## config.mk

```make
export PLATFORM = sky130hd
export DESIGN_NAME = double_talk_detector_core
export DESIGN_NICKNAME = d
export VERILOG_FILES = /design/src/dtd_pkg.sv /design/src/dtd_div.sv /design/src/dtd_mac.sv /design/src/double_talk_detector_core.sv
export SDC_FILE = /design/constraint.sdc
export NUM_CORES = 2
export LEC_CHECK = 0
export BUFFER_PORTS_ARGS = -buffer_cell sky130_fd_sc_hd__buf_4
export CORE_MARGIN = 1.5
export CORE_UTILIZATION = 41
export CTS_BUF_LIST = sky130_fd_sc_hd__clkbuf_16
export DETAILED_ROUTE_END_ITERATION = 10
export PLACE_DENSITY = 0.57
export SYNTH_ARGS = -nofsm -noshare
export SYNTH_HDL_FRONTEND = slang
export SYNTH_SLANG_ARGS = --single-unit
```

## constraint.sdc

```tcl
create_clock -name i_clk -period 7.92 [get_ports i_clk]
set_input_delay 1.188 -clock i_clk [delete_from_list [all_inputs] [get_ports i_clk]]
set_output_delay 1.188 -clock i_clk [all_outputs]
set_load 0.05 [all_outputs]
```

## src/dtd_pkg.sv

```systemverilog
// shared types and constants for the double-talk detector
// no dependencies; used by every module of the block

package dtd_pkg;

    localparam int unsigned PWR_W   = 32;   // unsigned q8.24 powers and ratios
    localparam int unsigned LIK_W   = 16;   // unsigned q1.15 likelihoods
    localparam int unsigned WGT_W   = 16;   // q0.16 smoothing weights
    localparam int unsigned ACC_W   = 32;   // weighted sum, at most 2^31
    localparam int unsigned FRM_W   = 16;
    localparam int unsigned ACT_W   = 2;
    localparam int unsigned CFG_AW  = 1;
    localparam int unsigned DIV_STEPS = PWR_W;
    localparam int unsigned DIV_CW  = $clog2(DIV_STEPS);

    localparam int unsigned S_TDATA_W = 184;
    localparam int unsigned M_TDATA_W = 64;

    localparam logic [FRM_W-1:0] FRAME_GATE = 16'd50;
    localparam logic [PWR_W-1:0] ONE_Q24    = 32'h0100_0000;
    localparam logic [LIK_W-1:0] ONE_Q15    = 16'h8000;
    localparam logic [PWR_W-1:0] FAR_MIN    = 32'd1677;
    localparam logic [PWR_W-1:0] ERL_FLOOR  = 32'd167772;
    localparam logic [PWR_W-1:0] PWR_ONES   = 32'hFFFF_FFFF;

    localparam logic [WGT_W-1:0] W_07  = 16'd45875;
    localparam logic [WGT_W-1:0] W_03  = 16'd19661;
    localparam logic [WGT_W-1:0] W_09  = 16'd58982;
    localparam logic [WGT_W-1:0] W_01  = 16'd6554;
    localparam logic [WGT_W-1:0] W_095 = 16'd62259;
    localparam logic [WGT_W-1:0] W_0   = 16'd0;

    localparam logic [CFG_AW-1:0] REG_OFFSET = 1'b0;
    localparam logic [CFG_AW-1:0] REG_SCALE  = 1'b1;

    typedef enum logic [ACT_W-1:0] {
        ACT_SHADOW = 2'd0,
        ACT_ENERGY = 2'd1,
        ACT_CLEAR  = 2'd2,
        ACT_NONE   = 2'd3
    } t_action;

    typedef struct packed {
        logic busy;
        logic done;
    } t_div_stat;

endpackage

```

## src/dtd_div.sv

```systemverilog
// shared restoring divider, one quotient bit per cycle
// divides {hi, lo} by den where hi < den; depends on dtd_pkg

module dtd_div (
    input  logic                       i_clk,
    input  logic                       i_rst_n,
    input  logic                       i_start,
    input  logic [dtd_pkg::PWR_W-1:0]  i_hi,
    input  logic [dtd_pkg::PWR_W-1:0]  i_lo,
    input  logic [dtd_pkg::PWR_W-1:0]  i_den,
    output dtd_pkg::t_div_stat         o_stat,
    output logic [dtd_pkg::PWR_W-1:0]  o_quo
);
    import dtd_pkg::*;

    logic              r_busy;
    logic              r_done;
    logic [DIV_CW-1:0] r_cnt;
    logic [PWR_W-1:0]  r_rem;
    logic [PWR_W-1:0]  r_lo;
    logic [PWR_W-1:0]  r_den;
    logic [PWR_W-1:0]  r_quo;

    logic [PWR_W:0]    trial;
    logic              ge;
    logic [PWR_W:0]    diff;

    assign trial = {r_rem, r_lo[PWR_W-1]};
    assign ge    = trial >= {1'b0, r_den};
    assign diff  = trial - {1'b0, r_den};

    always_ff @(posedge i_clk) begin
        if (!i_rst_n) begin
            r_busy <= 1'b0;
            r_done <= 1'b0;
            r_cnt  <= '0;
        end else begin
            r_done <= 1'b0;
            if (i_start) begin
                r_busy <= 1'b1;
                r_cnt  <= DIV_CW'(DIV_STEPS - 1);
            end else if (r_busy) begin
                r_cnt <= r_cnt - 1'b1;
                if (r_cnt == '0) begin
                    r_busy <= 1'b0;
                    r_done <= 1'b1;
                end
            end
        end
    end

    always_ff @(posedge i_clk) begin
        if (i_start) begin
            r_rem <= i_hi;
            r_lo  <= i_lo;
            r_den <= i_den;
            r_quo <= '0;
        end else if (r_busy) begin
            // remainder stays below the divisor, so its top bit drops out
            r_rem <= ge ? diff[PWR_W-1:0] : trial[PWR_W-1:0];
            r_lo  <= {r_lo[PWR_W-2:0], 1'b0};
            r_quo <= {r_quo[PWR_W-2:0], ge};
        end
    end

    assign o_stat.busy = r_busy;
    assign o_stat.done = r_done;
    assign o_quo       = r_quo;

    a_rem_below_den: assert property (@(posedge i_clk) disable iff (!i_rst_n)
        r_busy |-> (r_rem < r_den))
        else $error("divider remainder not below divisor");

    a_no_restart: assert property (@(posedge i_clk) disable iff (!i_rst_n)
        i_start |-> !r_busy)
        else $error("divider started while busy");

    a_done_ends_run: assert property (@(posedge i_clk) disable iff (!i_rst_n)
        r_done |-> ($past(r_busy) && !r_busy))
        else $error("divider done without a finished run");

endmodule

```

## src/dtd_mac.sv

```systemverilog
// multiply-accumulate unit for the likelihood smoothing
// one 16x16 product per cycle while enabled into a registered sum; depends on dtd_pkg

module dtd_mac (
    input  logic                       i_clk,
    input  logic                       i_en,
    input  logic                       i_clr,
    input  logic [dtd_pkg::WGT_W-1:0]  i_wgt,
    input  logic [dtd_pkg::LIK_W-1:0]  i_val,
    output logic [dtd_pkg::ACC_W-1:0]  o_acc
);
    import dtd_pkg::*;

    logic [ACC_W-1:0] r_acc;
    logic [ACC_W-1:0] prod;

    assign prod = ACC_W'(i_wgt) * ACC_W'(i_val);

    always_ff @(posedge i_clk) begin
        if (i_en) begin
            r_acc <= (i_clr ? '0 : r_acc) + prod;
        end
    end

    assign o_acc = r_acc;

endmodule

```

## src/double_talk_detector_core.sv

```systemverilog
// double-talk detector: clear or unused actions go from dispatch to done, a shadow
// decay through both multiply steps and write-back, a shadow or energy update through
// up to two shared-divider runs before them; one item at a time, the next item can be
// taken the cycle after the output register takes the result, past any output stall
// synchronous active-low reset: likelihoods to 0, ratio to 1.0, registers to 1.0
// depends on dtd_pkg, dtd_div and dtd_mac

module double_talk_detector_core (
    input  logic                           i_clk,
    input  logic                           i_rst_n,
    // tdata: shadow_frames[15:0], excite_flag[16], main_error_power[48:17],
    // shadow_error_power[80:49], talk_flag[81], far_power[113:82],
    // mic_power[145:114], echo_return_loss[177:146], zero fill to 184
    input  logic                           i_s_tvalid,
    output logic                           o_s_tready,
    input  logic [dtd_pkg::S_TDATA_W-1:0]  i_s_tdata,
    input  logic [dtd_pkg::ACT_W-1:0]      i_s_tuser,   // action
    // tdata: energy_likelihood[15:0], shadow_likelihood[31:16], advantage_ratio[63:32]
    output logic                           o_m_tvalid,
    input  logic                           i_m_tready,
    output logic [dtd_pkg::M_TDATA_W-1:0]  o_m_tdata,
    input  logic                           i_cfg_we,
    input  logic [dtd_pkg::CFG_AW-1:0]     i_cfg_addr,
    input  logic [dtd_pkg::PWR_W-1:0]      i_cfg_wdata
);
    import dtd_pkg::*;

    typedef enum logic [8:0] {
        S_IDLE = 9'b000000001,
        S_DISP = 9'b000000010,
        S_DIV1 = 9'b000000100,
        S_MID  = 9'b000001000,
        S_DIV2 = 9'b000010000,
        S_MUL1 = 9'b000100000,
        S_MUL2 = 9'b001000000,
        S_WB   = 9'b010000000,
        S_DONE = 9'b100000000
    } t_state;

    t_state r_state, n_state;

    logic [PWR_W-1:0] r_offset, r_scale;
    logic [LIK_W-1:0] r_energy_dt, r_shadow_dt;
    logic [PWR_W-1:0] r_ratio;

    t_action          r_action;
    logic [FRM_W-1:0] r_frames;
    logic             r_excited, r_active;
    logic [PWR_W-1:0] r_main, r_shadow_p, r_far, r_mic, r_erl;

    logic [PWR_W-1:0] r_q1;
    logic [LIK_W-1:0] r_new;
    logic             r_gated;
    logic             r_o_valid;
    logic [M_TDATA_W-1:0] r_o_data;

    logic             in_acc, out_load;
    logic             is_shadow;
    logic             gated, energy_ok;
    logic [PWR_W-1:0] erl_c, shd_den, ex, diff;
    logic [PWR_W-1:0] div_hi, div_lo, div_den;
    logic             div_sat, div_start;
    t_div_stat        div_stat;
    logic [PWR_W-1:0] div_quo;
    logic [WGT_W-1:0] w_old, w_new, mac_wgt;
    logic [LIK_W-1:0] old_val, mac_val;
    logic [ACC_W-1:0] mac_acc;
    logic [LIK_W-1:0] blend_res;

    assign o_s_tready = (r_state == S_IDLE);
    assign in_acc     = i_s_tvalid && o_s_tready;
    assign out_load   = (r_state == S_DONE) && (!r_o_valid || i_m_tready);

    assign is_shadow = (r_action == ACT_SHADOW);
    assign gated     = (r_frames >= FRAME_GATE) && r_excited;
    assign energy_ok = r_active && (r_far > FAR_MIN) && (r_mic != '0);
    assign erl_c     = (r_erl < ERL_FLOOR) ? ERL_FLOOR : r_erl;
    assign shd_den   = (r_shadow_p == '0) ? PWR_W'(1) : r_shadow_p;
    assign ex        = r_q1 - r_offset;
    assign diff      = r_mic - r_q1;

    // dividend split into hi and lo words; hi >= den means the quotient overflows
    always_comb begin
        if (r_state == S_DISP) begin
            if (is_shadow) begin
                div_hi  = {8'd0, r_main[31:8]};
                div_lo  = {r_main[7:0], 24'd0};
                div_den = shd_den;
            end else begin
                div_hi  = {7'd0, r_far[31:7]};
                div_lo  = {r_far[6:0], 25'd0};
                div_den = erl_c;
            end
        end else begin
            if (is_shadow) begin
                div_hi  = {17'd0, ex[31:17]};
                div_lo  = {ex[16:0], 15'd0};
                div_den = r_scale;
            end else begin
                div_hi  = {17'd0, diff[31:17]};
                div_lo  = {diff[16:0], 15'd0};
                div_den = r_mic;
            end
        end
    end

    assign div_sat = div_hi >= div_den;

    always_comb begin
        div_start = 1'b0;
        if (r_state == S_DISP) begin
            div_start = !div_sat && ((is_shadow && gated) ||
                                     (r_action == ACT_ENERGY && energy_ok));
        end else if (r_state == S_MID) begin
            div_start = is_shadow ? ((r_q1 > r_offset) && !div_sat) : (r_mic > r_q1);
        end
    end

    always_comb begin
        if (is_shadow) begin
            old_val = r_shadow_dt;
            w_old   = r_gated ? W_07 : W_095;
            w_new   = r_gated ? W_03 : W_0;
        end else begin
            old_val = r_energy_dt;
            // fast rise, slow decay
            w_old   = (r_new > r_energy_dt) ? W_03 : W_09;
            w_new   = (r_new > r_energy_dt) ? W_07 : W_01;
        end
    end

    assign mac_wgt   = (r_state == S_MUL1) ? w_old : w_new;
    assign mac_val   = (r_state == S_MUL1) ? old_val : r_new;
    assign blend_res = mac_acc[LIK_W+15:16];

    dtd_div u_div (
        .i_clk   (i_clk),
        .i_rst_n (i_rst_n),
        .i_start (div_start),
        .i_hi    (div_hi),
        .i_lo    (div_lo),
        .i_den   (div_den),
        .o_stat  (div_stat),
        .o_quo   (div_quo)
    );

    dtd_mac u_mac (
        .i_clk (i_clk),
        .i_en  ((r_state == S_MUL1) || (r_state == S_MUL2)),
        .i_clr (r_state == S_MUL1),
        .i_wgt (mac_wgt),
        .i_val (mac_val),
        .o_acc (mac_acc)
    );

    always_comb begin
        n_state = r_state;
        unique case (r_state)
            S_IDLE: if (in_acc) n_state = S_DISP;
            S_DISP: begin
                unique case (r_action)
                    ACT_SHADOW: begin
                        if (!gated)          n_state = S_MUL1;
                        else if (div_start)  n_state = S_DIV1;
                        else                 n_state = S_MID;
                    end
                    ACT_ENERGY: n_state = div_start ? S_DIV1 : S_MID;
                    ACT_CLEAR:  n_state = S_DONE;
                    ACT_NONE:   n_state = S_DONE;
                    default:    n_state = S_DONE;
                endcase
            end
            S_DIV1: if (div_stat.done) n_state = S_MID;
            S_MID:  n_state = div_start ? S_DIV2 : S_MUL1;
            S_DIV2: if (div_stat.done) n_state = S_MUL1;
            S_MUL1: n_state = S_MUL2;
            S_MUL2: n_state = S_WB;
            S_WB:   n_state = S_DONE;
            S_DONE: if (out_load) n_state = S_IDLE;
            default: n_state = S_IDLE;
        endcase
    end

    // control and architectural state
    always_ff @(posedge i_clk) begin
        if (!i_rst_n) begin
            r_state     <= S_IDLE;
            r_o_valid   <= 1'b0;
            r_offset    <= ONE_Q24;
            r_scale     <= ONE_Q24;
            r_energy_dt <= '0;
            r_shadow_dt <= '0;
            r_ratio     <= ONE_Q24;
        end else begin
            r_state <= n_state;
            if (out_load) begin
                r_o_valid <= 1'b1;
            end else if (i_m_tready) begin
                r_o_valid <= 1'b0;
            end
            if (i_cfg_we) begin
                unique case (i_cfg_addr)
                    REG_OFFSET: r_offset <= i_cfg_wdata;
                    REG_SCALE:  r_scale  <= i_cfg_wdata;
                    default:    r_offset <= r_offset;
                endcase
            end
            if (r_state == S_DISP && r_action == ACT_CLEAR) begin
                r_energy_dt <= '0;
                r_shadow_dt <= '0;
                r_ratio     <= ONE_Q24;
            end
            if (r_state == S_MID && is_shadow) begin
                r_ratio <= r_q1;
            end
            if (r_state == S_WB) begin
                if (is_shadow) begin
                    r_shadow_dt <= blend_res;
                end else begin
                    r_energy_dt <= blend_res;
                end
            end
        end
    end

    // item payload and working values
    always_ff @(posedge i_clk) begin
        if (in_acc) begin
            r_action   <= t_action'(i_s_tuser);
            r_frames   <= i_s_tdata[15:0];
            r_excited  <= i_s_tdata[16];
            r_main     <= i_s_tdata[48:17];
            r_shadow_p <= i_s_tdata[80:49];
            r_active   <= i_s_tdata[81];
            r_far      <= i_s_tdata[113:82];
            r_mic      <= i_s_tdata[145:114];
            r_erl      <= i_s_tdata[177:146];
        end
        if (r_state == S_DISP) begin
            r_gated <= gated;
            r_new   <= '0;
            // energy overflow or no energy estimate: all ones makes inst zero later
            r_q1    <= PWR_ONES;
        end
        if (r_state == S_DIV1 && div_stat.done) begin
            r_q1 <= div_quo;
        end
        if (r_state == S_MID) begin
            r_new <= (is_shadow && (r_q1 > r_offset) && div_sat) ? ONE_Q15 : '0;
        end
        if (r_state == S_DIV2 && div_stat.done) begin
            r_new <= (div_quo > PWR_W'(ONE_Q15)) ? ONE_Q15 : div_quo[LIK_W-1:0];
        end
        if (out_load) begin
            r_o_data <= {r_ratio, r_shadow_dt, r_energy_dt};
        end
    end

    assign o_m_tvalid = r_o_valid;
    assign o_m_tdata  = r_o_data;

    a_energy_bound: assert property (@(posedge i_clk) disable iff (!i_rst_n)
        r_energy_dt <= ONE_Q15)
        else $error("energy likelihood above one");

    a_shadow_bound: assert property (@(posedge i_clk) disable iff (!i_rst_n)
        r_shadow_dt <= ONE_Q15)
        else $error("shadow likelihood above one");

    a_div_done_in_wait: assert property (@(posedge i_clk) disable iff (!i_rst_n)
        div_stat.done |-> (r_state == S_DIV1 || r_state == S_DIV2))
        else $error("divider finished outside a wait state");

    a_ratio_on_shadow: assert property (@(posedge i_clk) disable iff (!i_rst_n)
        (r_ratio != $past(r_ratio)) |->
            ($past(r_state) == S_MID || $past(r_state) == S_DISP))
        else $error("advantage ratio changed outside an update");

endmodule

```

==> run metrics <==
status=complete, but fails checks; failing checks=setup timing; Synth Warn #=0; row cnt=109; DRC violations left=0; cts bufs inserted=69; post-route ant nets=0; Ports=290; HPWL reported at the end of detailed placement=91510 microns; Arr. time, crit path=8.51 ns; top layer used by detailed routing=met4; die area=90470 sq um; commonest non-fill, non-tap cell in the layout=buf_4; post-synth cell types=78; CP startpoint kind=flip-flop; met3 routed WL=9741 microns; prevailing post-synth register cell=edfxtp_1; r2r setup slk=-0.22 ns; Final Hold Fails=0; clk root buf=clkbuf_16; clock sink total=582; Starting Density=41.26%; Crit. Startpoint=r_new[14]; Die W=300.8 microns; initial antenna violation count=5; mean post-synth cell area=10.16 sq um; Critical Path RT=8.29 ns; vias in the first global route=27840; setup TNS=-0.6115 ns; critical path class=flip-flop to flip-flop; clock skew=0.04000 ns; largest net degree at the start of global routing=161; clock latency on the worst-skew pair=0.65 ns; final instance area=44920 sq um; # nets final=4768; Final Slew Violations=0; hold crit path type=flip-flop to flip-flop; Die Height=300.8 microns; Synth Instances=3577; Core Region=88100 sq um; Total Routing Usage GR=26.06%; clk buf depth=3; met2 wire length=50680 microns; CTS tree=yes; Net Count, Synth=4231; final worst path period share=102.7%; worst flop-to-flop path startpoint=r_new[14]; commonest cells after routing, fill and taps aside=buf_4, inv_1, edfxtp_1; RSZ-0062 raised after global routing=yes; final setup vio count=5; Max Freq=122.9 MHz; Crit. path cell count=29; Post-synth EDFFs=405; clk slew on worst S/H paths=0.06 ns; first-pass GRT wire length=174600 microns; Overflow after GRT=0; Worst path most repeated cell=fa_1; CP Max Fanout=4; Reg2Reg Depth=29; WL final=118200 microns; crit path time final=8.136 ns; vias per std cell=5.398; placed cell areas=41780 sq um; Crit. End Element=flip-flop; WL/cell=22.16 microns; DR vias=28810; FFs w/ async S/R, synth=0%; DR pass1 iterations=5; Syn Std Cell Area=36350 sq um; CP max-delay cell=o41ai_1; M1 WL=54380 microns; slowest stage delay, CP=0.59 ns; Worst-Margin Slew=1.145 ns; Max Cap Viol=0; layout cells sized above 1=22.07%; sequential area share after synthesis=43.20%; slew margin rel.=23.19%; Worst Slack Setup Final=-0.2156 ns; Crit Reg-Reg Endpoint=u_mac.o_acc[30]; GPL Wtd Cong=0.9658; CTS H-tree depth=3; #FFs+latches synth=582; Top delay family on crit path=adder cells; number of DRC markers in iteration 0=2591; Crit path buffers/inverters=6; IO buf count=282; Area growth syn-to-layout=23.56%; Critical Path End=u_mac.o_acc[30]
-- cells by family after synthesis --
kind of cell | synth area share, %
AND/OR/NAND/NOR | 13.00
AO/OA/AOI/OAI | 12.98
buffers and inverters | 6.233
flip-flops | 43.20
adder cells (fa/ha/maj) | 18.72
XOR/XNOR | 2.746
multiplexers | 3.122
-- worst min path at each step --
stage / start / cells after the start / slack [ns] / end
after floorplan: r_ratio[24] / 0 / 0.41 / o_m_tdata[56]
after CTS: r_ratio[2] / 0 / 0.43 / o_m_tdata[34]
after global placement: r_ratio[10] / 0 / 0.41 / o_m_tdata[42]
final: r_ratio[2] / 0 / 0.43 / o_m_tdata[34]
after global routing: r_ratio[6] / 0 / 0.44 / o_m_tdata[38]
after detailed placement: r_ratio[9] / 0 / 0.42 / o_m_tdata[41]
-- layer usage --
metal  up-vias  track usage (%)
met5         -                0
met4         0            7.789
met3       159            4.964
met2      1056            38.24
met1     14120            38.81
li1      13470                -
-- flip-flops by register name, indices dropped and copies added (netlist names), 2 cells and up --
name	flops
o_m_tdata	64
r_erl	32
r_far	32
r_main	32
r_mic	32
r_offset	32
r_q1	32
r_ratio	32
r_scale	32
r_shadow_p	32
u_div.o_quo	32
u_div.r_den	32
u_div.r_rem	32
u_mac.o_acc	32
u_div.r_lo	17
r_energy_dt	16
r_new	16
r_shadow_dt	16
r_frames	15
r_state	9
u_div.r_cnt	5
r_action	2
-- area by class of cell --
| type | count | area (sq um) |
|---|---|---|
| antenna | 3 | 7.507 |
| clock buffer | 69 | 1727 |
| clock inverter | 56 | 583.1 |
| fill | 8223 | 43180 |
| inverter | 480 | 1807 |
| multi-input combinational | 2395 | 19090 |
| sequential | 582 | 15710 |
| tap | 1165 | 1458 |
| timing repair buffer | 586 | 4547 |
-- timing repair --
item,CTS,global route
endpoints found under the setup margin,13,26
hold buffers,0,0
pin swaps,100,40
buffers inserted,17,11
gates resized for setup,112,41
gates cloned,0,0
-- cell usage after synthesis (10+ instances only) --
cell | instances | area (sq um)
a211oi_1 | 23 | 172.7
a21o_1 | 76 | 570.6
a21oi_1 | 272 | 1361
a22oi_1 | 76 | 570.6
a31oi_1 | 18 | 112.6
and2_1 | 43 | 269.0
and3_1 | 16 | 100.1
buf_1 | 13 | 48.80
clkbuf_1 | 98 | 367.9
dfxtp_1 | 177 | 3543
edfxtp_1 | 405 | 12160
fa_1 | 190 | 3804
ha_1 | 240 | 3003
inv_1 | 479 | 1798
mux2i_1 | 59 | 590.6
mux4_2 | 21 | 473.0
nand2_1 | 378 | 1419
nand2b_1 | 32 | 200.2
nand3_1 | 48 | 240.2
nand4_1 | 26 | 162.7
nor2_1 | 295 | 1107
nor2b_1 | 21 | 131.4
nor3_1 | 35 | 175.2
nor4_1 | 35 | 219.0
o211ai_1 | 24 | 180.2
o21a_1 | 35 | 262.8
o21ai_0 | 97 | 485.5
o21bai_1 | 12 | 90.09
o221a_2 | 10 | 112.6
o31ai_1 | 11 | 82.58
or2_2 | 48 | 300.3
or4_1 | 14 | 105.1
xnor2_1 | 79 | 691.9
xor2_1 | 35 | 306.5
-- metrics by stage --
stage / setup slack, ns / std cells / util (%) / hold slack [ns]
finish: -0.2156 / 5336 / 50.99 / 0.4263
global placement: -0.6955 / 5184 / 47.42 / 0.4127
global route: -0.5163 / 5333 / 50.98 / 0.4386
detailed placement: -0.7447 / 5184 / 47.42 / 0.4197
CTS: -0.3458 / 5323 / 50.73 / 0.4275
floorplan: -0.02655 / 3577 / - / 0.4091
Power is not shown: default switching activity piles up to over one toggle a cycle in this logic, so the estimate is an artifact.
